$ cat src/hdl/dks_pkg.sv
// Shared types, codes and helpers for the dictionary index key scan.
package dks_pkg;

  // Default sizes handed to the top level parameters
  localparam int MAX_WORD_BYTES_DEF = 256;
  localparam int KEY_MAX_BYTES_DEF  = 16;

  // Fixed field widths
  localparam int KEY_LEN_W = 5;
  localparam int MATCH_W   = 16;
  localparam int STATUS_W  = 3;
  localparam int CFG_IDX_W = 3;

  // Scan phase codes
  localparam logic [1:0] PH_STOPPED = 2'd0;
  localparam logic [1:0] PH_WORD    = 2'd1;
  localparam logic [1:0] PH_OFFSET  = 2'd2;
  localparam logic [1:0] PH_SIZE    = 2'd3;

  // Finished record status codes
  localparam logic [STATUS_W-1:0] ST_EOF       = 3'd0;
  localparam logic [STATUS_W-1:0] ST_LIMIT     = 3'd1;
  localparam logic [STATUS_W-1:0] ST_EMPTY     = 3'd2;
  localparam logic [STATUS_W-1:0] ST_TOO_LONG  = 3'd3;
  localparam logic [STATUS_W-1:0] ST_TRUNCATED = 3'd4;

  // Record kinds on tuser
  localparam logic REC_MATCH  = 1'b0;
  localparam logic REC_FINISH = 1'b1;

  // Configuration register indexes
  localparam logic [CFG_IDX_W-1:0] CFG_KEY_LOW  = 3'd0;
  localparam logic [CFG_IDX_W-1:0] CFG_KEY_HIGH = 3'd1;
  localparam logic [CFG_IDX_W-1:0] CFG_KEY_LEN  = 3'd2;
  localparam logic [CFG_IDX_W-1:0] CFG_EXACT    = 3'd3;
  localparam logic [CFG_IDX_W-1:0] CFG_MAX      = 3'd4;

  // Settings the per-byte step needs
  typedef struct packed {
    logic [KEY_LEN_W-1:0] klen;   // already clamped to the key storage
    logic                 exact;
    logic [MATCH_W-1:0]   max_matches;
  } dks_cfg_t;

  // Scan state apart from the word length
  typedef struct packed {
    logic [1:0]         phase;
    logic               mismatch;
    logic [1:0]         fcnt;
    logic [31:0]        offset;
    logic [31:0]        size;
    logic [31:0]        entry_cnt;
    logic [MATCH_W-1:0] match_cnt;
  } dks_scan_t;

  // Everything one byte produces: an optional match and an optional finish
  typedef struct packed {
    logic                has_match;
    logic                has_fin;
    logic [31:0]         entry_num;
    logic [31:0]         offset;
    logic [31:0]         size;
    logic [MATCH_W-1:0]  total;
    logic [STATUS_W-1:0] status;
  } dks_rec_t;

  // ASCII upper case letters fold to lower case
  function automatic logic [7:0] fold(input logic [7:0] c);
    fold = (c >= 8'h41 && c <= 8'h5A) ? (c + 8'h20) : c;
  endfunction

endpackage

$ cat src/hdl/dks_step.sv
// Per-byte scan step: next state and the records one index byte produces.
module dks_step import dks_pkg::*; #(
  parameter int MAX_WORD_BYTES = MAX_WORD_BYTES_DEF,
  parameter int KEY_MAX_BYTES  = KEY_MAX_BYTES_DEF,
  localparam int WL_W = $clog2(MAX_WORD_BYTES + 1),
  localparam int KI_W = (KEY_MAX_BYTES > 1) ? $clog2(KEY_MAX_BYTES) : 1
) (
  input  logic [KEY_MAX_BYTES-1:0][7:0] key_i,
  input  dks_cfg_t                      cfg_i,
  input  logic [7:0]                    byte_i,
  input  logic                          start_i,
  input  logic                          end_i,
  input  dks_scan_t                     scan_i,
  input  logic [WL_W-1:0]               wlen_i,
  output dks_scan_t                     scan_o,
  output logic [WL_W-1:0]               wlen_o,
  output dks_rec_t                      rec_o
);

  logic [7:0]      key_sel;
  logic [WL_W-1:0] klen_ext;

  // a start byte is the first of a word, so it meets key byte 0
  assign key_sel  = start_i ? key_i[0] : key_i[wlen_i[KI_W-1:0]];
  assign klen_ext = WL_W'(cfg_i.klen);

  // One byte of the index walked through the entry format
  always_comb begin
    dks_scan_t          s;
    logic [WL_W-1:0]    wl;
    dks_rec_t           r;
    logic               early;
    logic               hit;
    logic [MATCH_W-1:0] mc;

    s     = scan_i;
    wl    = wlen_i;
    r     = '0;
    early = 1'b0;
    hit   = 1'b0;
    mc    = scan_i.match_cnt;

    // restart drops any running scan
    if (start_i) begin
      s.phase     = PH_WORD;
      s.mismatch  = 1'b0;
      s.fcnt      = 2'd0;
      s.offset    = '0;
      s.size      = '0;
      s.entry_cnt = '0;
      s.match_cnt = '0;
      wl          = '0;
      if (!cfg_i.exact && cfg_i.max_matches == '0) begin
        r.has_fin = 1'b1;
        r.status  = ST_LIMIT;
        s.phase   = PH_STOPPED;
        early     = 1'b1;
      end
    end

    if (!early && s.phase != PH_STOPPED) begin
      case (s.phase)
        PH_WORD: begin
          if (byte_i == 8'd0) begin
            if (wl == '0) begin
              r.has_fin = 1'b1;
              r.status  = ST_EMPTY;
              s.phase   = PH_STOPPED;
            end else begin
              s.phase = PH_OFFSET;
              s.fcnt  = 2'd0;
            end
          end else if (wl >= WL_W'(MAX_WORD_BYTES)) begin
            r.has_fin = 1'b1;
            r.status  = ST_TOO_LONG;
            s.phase   = PH_STOPPED;
          end else begin
            if (wl < klen_ext && fold(byte_i) != fold(key_sel)) begin
              s.mismatch = 1'b1;
            end
            wl = wl + WL_W'(1);
          end
        end
        PH_OFFSET: begin
          s.offset = {s.offset[23:0], byte_i};
          if (s.fcnt == 2'd3) begin
            s.fcnt  = 2'd0;
            s.phase = PH_SIZE;
          end else begin
            s.fcnt = s.fcnt + 2'd1;
          end
        end
        default: begin
          // size field; the last byte closes the entry
          if (s.fcnt == 2'd3) begin
            hit = !s.mismatch &&
                  (cfg_i.exact ? (wl == klen_ext) : (wl >= klen_ext));
            r.entry_num = s.entry_cnt;
            r.offset    = s.offset;
            r.size      = {s.size[23:0], byte_i};
            s.entry_cnt = s.entry_cnt + 32'd1;
            s.mismatch  = 1'b0;
            s.fcnt      = 2'd0;
            s.offset    = '0;
            s.size      = '0;
            wl          = '0;
            s.phase     = PH_WORD;
            if (hit) begin
              if (s.match_cnt != {MATCH_W{1'b1}}) begin
                s.match_cnt = s.match_cnt + MATCH_W'(1);
              end
              r.has_match = 1'b1;
              if (cfg_i.exact || s.match_cnt >= cfg_i.max_matches) begin
                r.has_fin = 1'b1;
                r.status  = ST_LIMIT;
                s.phase   = PH_STOPPED;
              end
            end else begin
              r.entry_num = '0;
              r.offset    = '0;
              r.size      = '0;
            end
          end else begin
            s.size = {s.size[23:0], byte_i};
            s.fcnt = s.fcnt + 2'd1;
          end
        end
      endcase

      // end of file while the scan still runs
      if (end_i && s.phase != PH_STOPPED) begin
        r.has_fin = 1'b1;
        r.status  = (s.phase == PH_WORD && wl == '0) ? ST_EOF : ST_TRUNCATED;
        s.phase   = PH_STOPPED;
      end
    end

    mc      = s.match_cnt;
    r.total = mc;
    scan_o  = s;
    wlen_o  = wl;
    rec_o   = r;
  end

endmodule

$ cat src/hdl/dictionary_index_key_scan.sv
// Top level of the dictionary index key scan: config, scan state, result queue.
//
// Takes a dictionary index file one byte per word and reports entries whose word
// matches the configured key (ASCII letters compared without case), then one
// finished record with a status. Every accepted byte is handled in the cycle it is
// taken, so the input runs at one byte per clock until the queue fills; the byte
// that closes a matching entry may produce a match record and a finished record,
// which leave the output one word per cycle when not stalled. Results wait in a
// two-entry queue of per-byte results, so the input keeps flowing while the output
// stalls, and s_axis_tready_o drops only when both entries are held. Registers are
// set via the always-ready cfg port; write them only while no scan output is due.
module dictionary_index_key_scan import dks_pkg::*; #(
  parameter int MAX_WORD_BYTES = MAX_WORD_BYTES_DEF,
  parameter int KEY_MAX_BYTES  = KEY_MAX_BYTES_DEF
) (
  input  logic                 clk_i,
  input  logic                 rst_ni,
  // configuration writes
  input  logic                 cfg_valid_i,
  output logic                 cfg_ready_o,
  input  logic [CFG_IDX_W-1:0] cfg_index_i,
  input  logic [63:0]          cfg_data_i,
  // index bytes in
  input  logic                 s_axis_tvalid_i,
  output logic                 s_axis_tready_o,
  input  logic [7:0]           s_axis_tdata_i,   // index_byte
  input  logic                 s_axis_tuser_i,   // start_of_index
  input  logic                 s_axis_tlast_i,   // end_of_index
  // records out
  output logic                 m_axis_tvalid_o,
  input  logic                 m_axis_tready_i,
  // entry_number[31:0], data_offset[63:32], data_size[95:64],
  // match_total[111:96], scan_status[114:112], zero pad[119:115]
  output logic [119:0]         m_axis_tdata_o,
  output logic                 m_axis_tuser_o,   // record_kind
  output logic                 m_axis_tlast_o    // last_of_run
);

  localparam int WL_W = $clog2(MAX_WORD_BYTES + 1);

  // configuration registers
  logic [KEY_MAX_BYTES-1:0][7:0] key_q;
  logic [KEY_LEN_W-1:0]          key_len_q;
  logic                          exact_q;
  logic [MATCH_W-1:0]            max_q;
  dks_cfg_t                      cfg;

  // scan state
  dks_scan_t       scan_q, scan_d;
  logic [WL_W-1:0] wlen_q, wlen_d;
  dks_rec_t        step_rec;

  // result queue
  dks_rec_t   rec_q [2];
  logic       wr_q, rd_q;
  logic [1:0] cnt_q;
  logic       second_q;
  dks_rec_t   head;
  logic       in_fire, push, out_fire, pop, show_match;

  assign cfg_ready_o = 1'b1;

  // register writes
  always_ff @(posedge clk_i or negedge rst_ni) begin
    if (!rst_ni) begin
      key_q     <= '0;
      key_len_q <= KEY_LEN_W'(1);
      exact_q   <= 1'b0;
      max_q     <= MATCH_W'(1);
    end else if (cfg_valid_i) begin
      unique case (cfg_index_i)
        CFG_KEY_LOW: begin
          for (int i = 0; i < KEY_MAX_BYTES; i++) begin
            if (i < 8) key_q[i] <= cfg_data_i[8*(i%8) +: 8];
          end
        end
        CFG_KEY_HIGH: begin
          for (int i = 0; i < KEY_MAX_BYTES; i++) begin
            if (i >= 8) key_q[i] <= cfg_data_i[8*(i%8) +: 8];
          end
        end
        CFG_KEY_LEN: key_len_q <= cfg_data_i[KEY_LEN_W-1:0];
        CFG_EXACT:   exact_q   <= cfg_data_i[0];
        CFG_MAX:     max_q     <= cfg_data_i[MATCH_W-1:0];
        default: ;
      endcase
    end
  end

  // key lengths beyond the stored key count as the full key
  assign cfg.klen = (key_len_q > KEY_LEN_W'(KEY_MAX_BYTES)) ?
                    KEY_LEN_W'(KEY_MAX_BYTES) : key_len_q;
  assign cfg.exact       = exact_q;
  assign cfg.max_matches = max_q;

  dks_step #(
    .MAX_WORD_BYTES (MAX_WORD_BYTES),
    .KEY_MAX_BYTES  (KEY_MAX_BYTES)
  ) u_step (
    .key_i   (key_q),
    .cfg_i   (cfg),
    .byte_i  (s_axis_tdata_i),
    .start_i (s_axis_tuser_i),
    .end_i   (s_axis_tlast_i),
    .scan_i  (scan_q),
    .wlen_i  (wlen_q),
    .scan_o  (scan_d),
    .wlen_o  (wlen_d),
    .rec_o   (step_rec)
  );

  assign s_axis_tready_o = (cnt_q != 2'd2);
  assign in_fire         = s_axis_tvalid_i && s_axis_tready_o;
  assign push            = in_fire && (step_rec.has_match || step_rec.has_fin);

  // scan state advances on every accepted byte; all zero is the stopped phase
  always_ff @(posedge clk_i or negedge rst_ni) begin
    if (!rst_ni) begin
      scan_q <= '0;
      wlen_q <= '0;
    end else if (in_fire) begin
      scan_q <= scan_d;
      wlen_q <= wlen_d;
    end
  end

  // output side: a queue entry gives one or two words
  assign head            = rec_q[rd_q];
  assign show_match      = head.has_match && !second_q;
  assign m_axis_tvalid_o = (cnt_q != 2'd0);
  assign m_axis_tuser_o  = show_match ? REC_MATCH : REC_FINISH;
  assign m_axis_tlast_o  = show_match ? !head.has_fin : 1'b1;
  assign m_axis_tdata_o  = show_match ?
      {5'd0, ST_EOF, head.total, head.size, head.offset, head.entry_num} :
      {5'd0, head.status, head.total, 96'd0};
  assign out_fire = m_axis_tvalid_o && m_axis_tready_i;
  assign pop      = out_fire && m_axis_tlast_o;

  // queue payload
  always_ff @(posedge clk_i) begin
    if (push) rec_q[wr_q] <= step_rec;
  end

  // queue pointers and the second-word flag
  always_ff @(posedge clk_i or negedge rst_ni) begin
    if (!rst_ni) begin
      wr_q     <= 1'b0;
      rd_q     <= 1'b0;
      cnt_q    <= 2'd0;
      second_q <= 1'b0;
    end else begin
      if (push) wr_q <= !wr_q;
      if (pop)  rd_q <= !rd_q;
      if (push && !pop)      cnt_q <= cnt_q + 2'd1;
      else if (pop && !push) cnt_q <= cnt_q - 2'd1;
      if (out_fire) second_q <= !m_axis_tlast_o;
    end
  end

  // the second word of an entry only follows a match that also finished
  a_second_word: assert property (@(posedge clk_i) disable iff (!rst_ni)
    second_q |-> (cnt_q != 2'd0 && head.has_match && head.has_fin))
    else $error("second word flag set without a two-word entry");

  // a stopped scan ignores bytes without a start mark
  a_stopped_quiet: assert property (@(posedge clk_i) disable iff (!rst_ni)
    (in_fire && scan_q.phase == PH_STOPPED && !s_axis_tuser_i) |=>
      (scan_q.phase == PH_STOPPED && $stable(scan_q.entry_cnt) &&
       $stable(scan_q.match_cnt)))
    else $error("stopped scan changed state");

  // the word length never passes the word size limit
  a_wlen_bound: assert property (@(posedge clk_i) disable iff (!rst_ni)
    wlen_q <= WL_W'(MAX_WORD_BYTES))
    else $error("word length beyond limit");

  // queue occupancy stays within its two entries
  a_queue_bound: assert property (@(posedge clk_i) disable iff (!rst_ni)
    (cnt_q == 2'd2) |=> (cnt_q != 2'd3))
    else $error("result queue overflow");

endmodule
$ cat config.mk
export PLATFORM = sky130hd
export DESIGN_NAME = dictionary_index_key_scan
export DESIGN_NICKNAME = d
export VERILOG_FILES = /design/src/hdl/dks_pkg.sv /design/src/hdl/dks_step.sv /design/src/hdl/dictionary_index_key_scan.sv
export SDC_FILE = /design/constraint.sdc
export NUM_CORES = 1
export LEC_CHECK = 0
export ABC_AREA = 1
export BUFFER_PORTS_ARGS = -buffer_cell sky130_fd_sc_hd__buf_4
export CORE_MARGIN = 1.5
export CORE_UTILIZATION = 50
export DETAILED_ROUTE_END_ITERATION = 10
export GPL_TIMING_DRIVEN = 0
export PLACE_DENSITY_LB_ADDON = 0.2
export SLEW_MARGIN = 20
export SYNTH_ARGS = -nofsm -noshare
export SYNTH_HDL_FRONTEND = slang
export SYNTH_HIERARCHICAL = 1
export SYNTH_SLANG_ARGS = --single-unit
export TNS_END_PERCENT = 1
$ cat constraint.sdc
create_clock -name clk_i -period 12.1 [get_ports clk_i]
set_input_delay 0.605 -clock clk_i [delete_from_list [all_inputs] [get_ports clk_i]]
set_output_delay 0.605 -clock clk_i [all_outputs]
set_load 0.01 [all_outputs]
==> out/metrics.cfg <==
[run_status]
status=complete, no violations

[clocking]
cts.path.max_buffers=3
postCtsSetupBuffers=0
cts_tree=done
clkLatencyLatePin_ns=0.63
cts_hold_buf=0
cts_buffers=53
clock-sinks=507
h-tree-depth=2
clock-root-buffer=clkbuf_16
ctsResizeCount=0
clk_pin_slew_ns=0.06

[power_and_ir_drop]
irDropWorstVdd_mv=0.1121
p_leak_nw=13.75
power.total_mw=5.671
powerDensity_mw_per_mm2=187.5

[routing]
finalWirelength_mm=73.51
dr.first_iter.drc_count=1696
drt_first_pass_iters=6
num_vias=21840
wl_per_cell_um=18.21
ant_nets=0
drc=0
routed_via_density=5.410

[timing]
slew_headroom_pct=33.55
finalWorstSetupSlack_ns=6.513
finalCriticalPeriod_ns=5.587
drv_slew=0
finalSetupViolCount=0
worst_slew_pin_slew_ns=0.9891
setup_tns_ns=0
fin_crit_sh_pct=46.17
hold_violations=0
rsz0062_at_grt=false
max_freq_mhz=179.0
hold_slack_ns=0.03298
skew_ns=0.02570

[place]
dpl_cell_area_mm2=0.02840
port-buffer-count=199
hpwlAfterDp_mm=53.21
globalplace.congestion=0.9293
pre_cts_ws_ns=5.962
placed_cells=3935

[setup_path]
cp_data_required_time_ns=12.36
cp_num_buf_inv=7
slowest_delay_ns=0.36
regToRegEndpoint=rec_q[0][6]
crit_path_end_kind=register
cp.arrival_ns=5.84
cp_common_cell=nand2_1
cp-startpoint=s_axis_tuser_i
worstRegToRegCells=35
cp-start-kind=input port
crit_family=simple AND/OR/NAND/NOR gates
r2r_start=scan_q[0]
crit_slowest_cell=inv_6
reg2reg_slack_ns=6.77
critical_path_class=input port to register
crit_fanout=74

[layout]
syn_to_final_growth_pct=17.15
multi_input_area_mm2=0.009896
nets=3424
nFillCells=4497
ff_latch_area_mm2=0.01386
final_area_mm2=0.03025
final_cells=4037
layout-drive-gt1-share_pct=16.69
final_core_util_pct=59.08

[grt]
antenna_found_initial=2
grt_usage_pct=27.95
grt_pass1_vias=21060
gr-total-overflow=0
grt_pass1_wl_mm=116.1
grt_max_degree=97

[logic_synthesis]
syn_inst=3044
synth_area_mm2=0.02582
syn_area_per_cell_um2=8.482
yosysWarnings=6

[floorplan]
core_mm2=0.05120
rows=83
dieArea_mm2=0.05301
boundaryPins=207
die_height_um=230.2
die_width_um=230.2
start_util_pct=50.43

[run]
drv_cap=0

[hold_path]
hold_path_class=input port to asynchronous set/reset pin

==> area by class of cell <==
class / instances / share of cell area [%]
antenna: 2 / 0.01655
buffer: 200 / 4.070
clock buffer: 74 / 5.092
clock inverter: 26 / 1.009
inverter: 227 / 2.838
multi-input combinational: 2114 / 32.72
sequential: 507 / 45.83
tap: 680 / 2.813
timing repair buffer: 207 / 5.618
==> power breakdown <==
part / switching, mW / total [mW] / internal (mW)
Combinational: 1.25 / 1.88 / 0.638
Sequential: 0.104 / 2.10 / 2.00
Clock: 0.701 / 1.69 / 0.984
Total: 2.05 / 5.67 / 3.62
==> layout by cell type, fill, tap and decap left out, types with 4 or more instances in the layout <==
master,instances
buf_4,234
nor2_4,15
o21ai_0,41
or2_2,8
inv_1,196
a21oi_1,114
clkinv_2,8
nor4_1,5
clkbuf_1,32
inv_2,24
xnor2_1,14
clkbuf_16,54
clkbuf_8,11
xor2_1,36
buf_1,9
ha_1,32
clkinvlp_4,5
o22ai_1,62
clkinv_1,8
buf_2,101
conb_1,6
dfrtp_1,271
nor2_1,194
nand2_4,6
nor3_1,25
nand4_1,16
edfxtp_1,234
nor2_2,14
buf_16,5
nand2_2,9
buf_6,27
nand3_1,252
o21ai_1,174
bufinv_16,4
nand2_1,1053
==> sequential cells by signal (all words and copies together), names as in the netlist, 2 cells and up <==
name,count
rec_q,234
key_q,128
scan_q,109
max_q,16
wlen_q,9
key_len_q,5
cnt_q,2
==> worst max path at each step <==
stage	to	slack (ns)	cells past startpoint
after floorplan	rec_q[1][0]	2.85	35
after global placement	rec_q[1][95]	-1.15	37
after detailed placement	rec_q[0][8]	5.96	38
after CTS	rec_q[0][6]	6.58	38
after global routing	rec_q[0][104]	5.95	38
final	rec_q[0][6]	6.51	38
==> metal layers <==
layer  share of wire, %  track usage [%]  up-vias
met3                6.1            4.303      174
met4                4.4            12.34        0
met1                 41            36.29    10410
li1                   -                -    10500
met2                 48            46.41      761
met5                  0                0        -
Note: power is estimated with default switching activity, not from simulation.
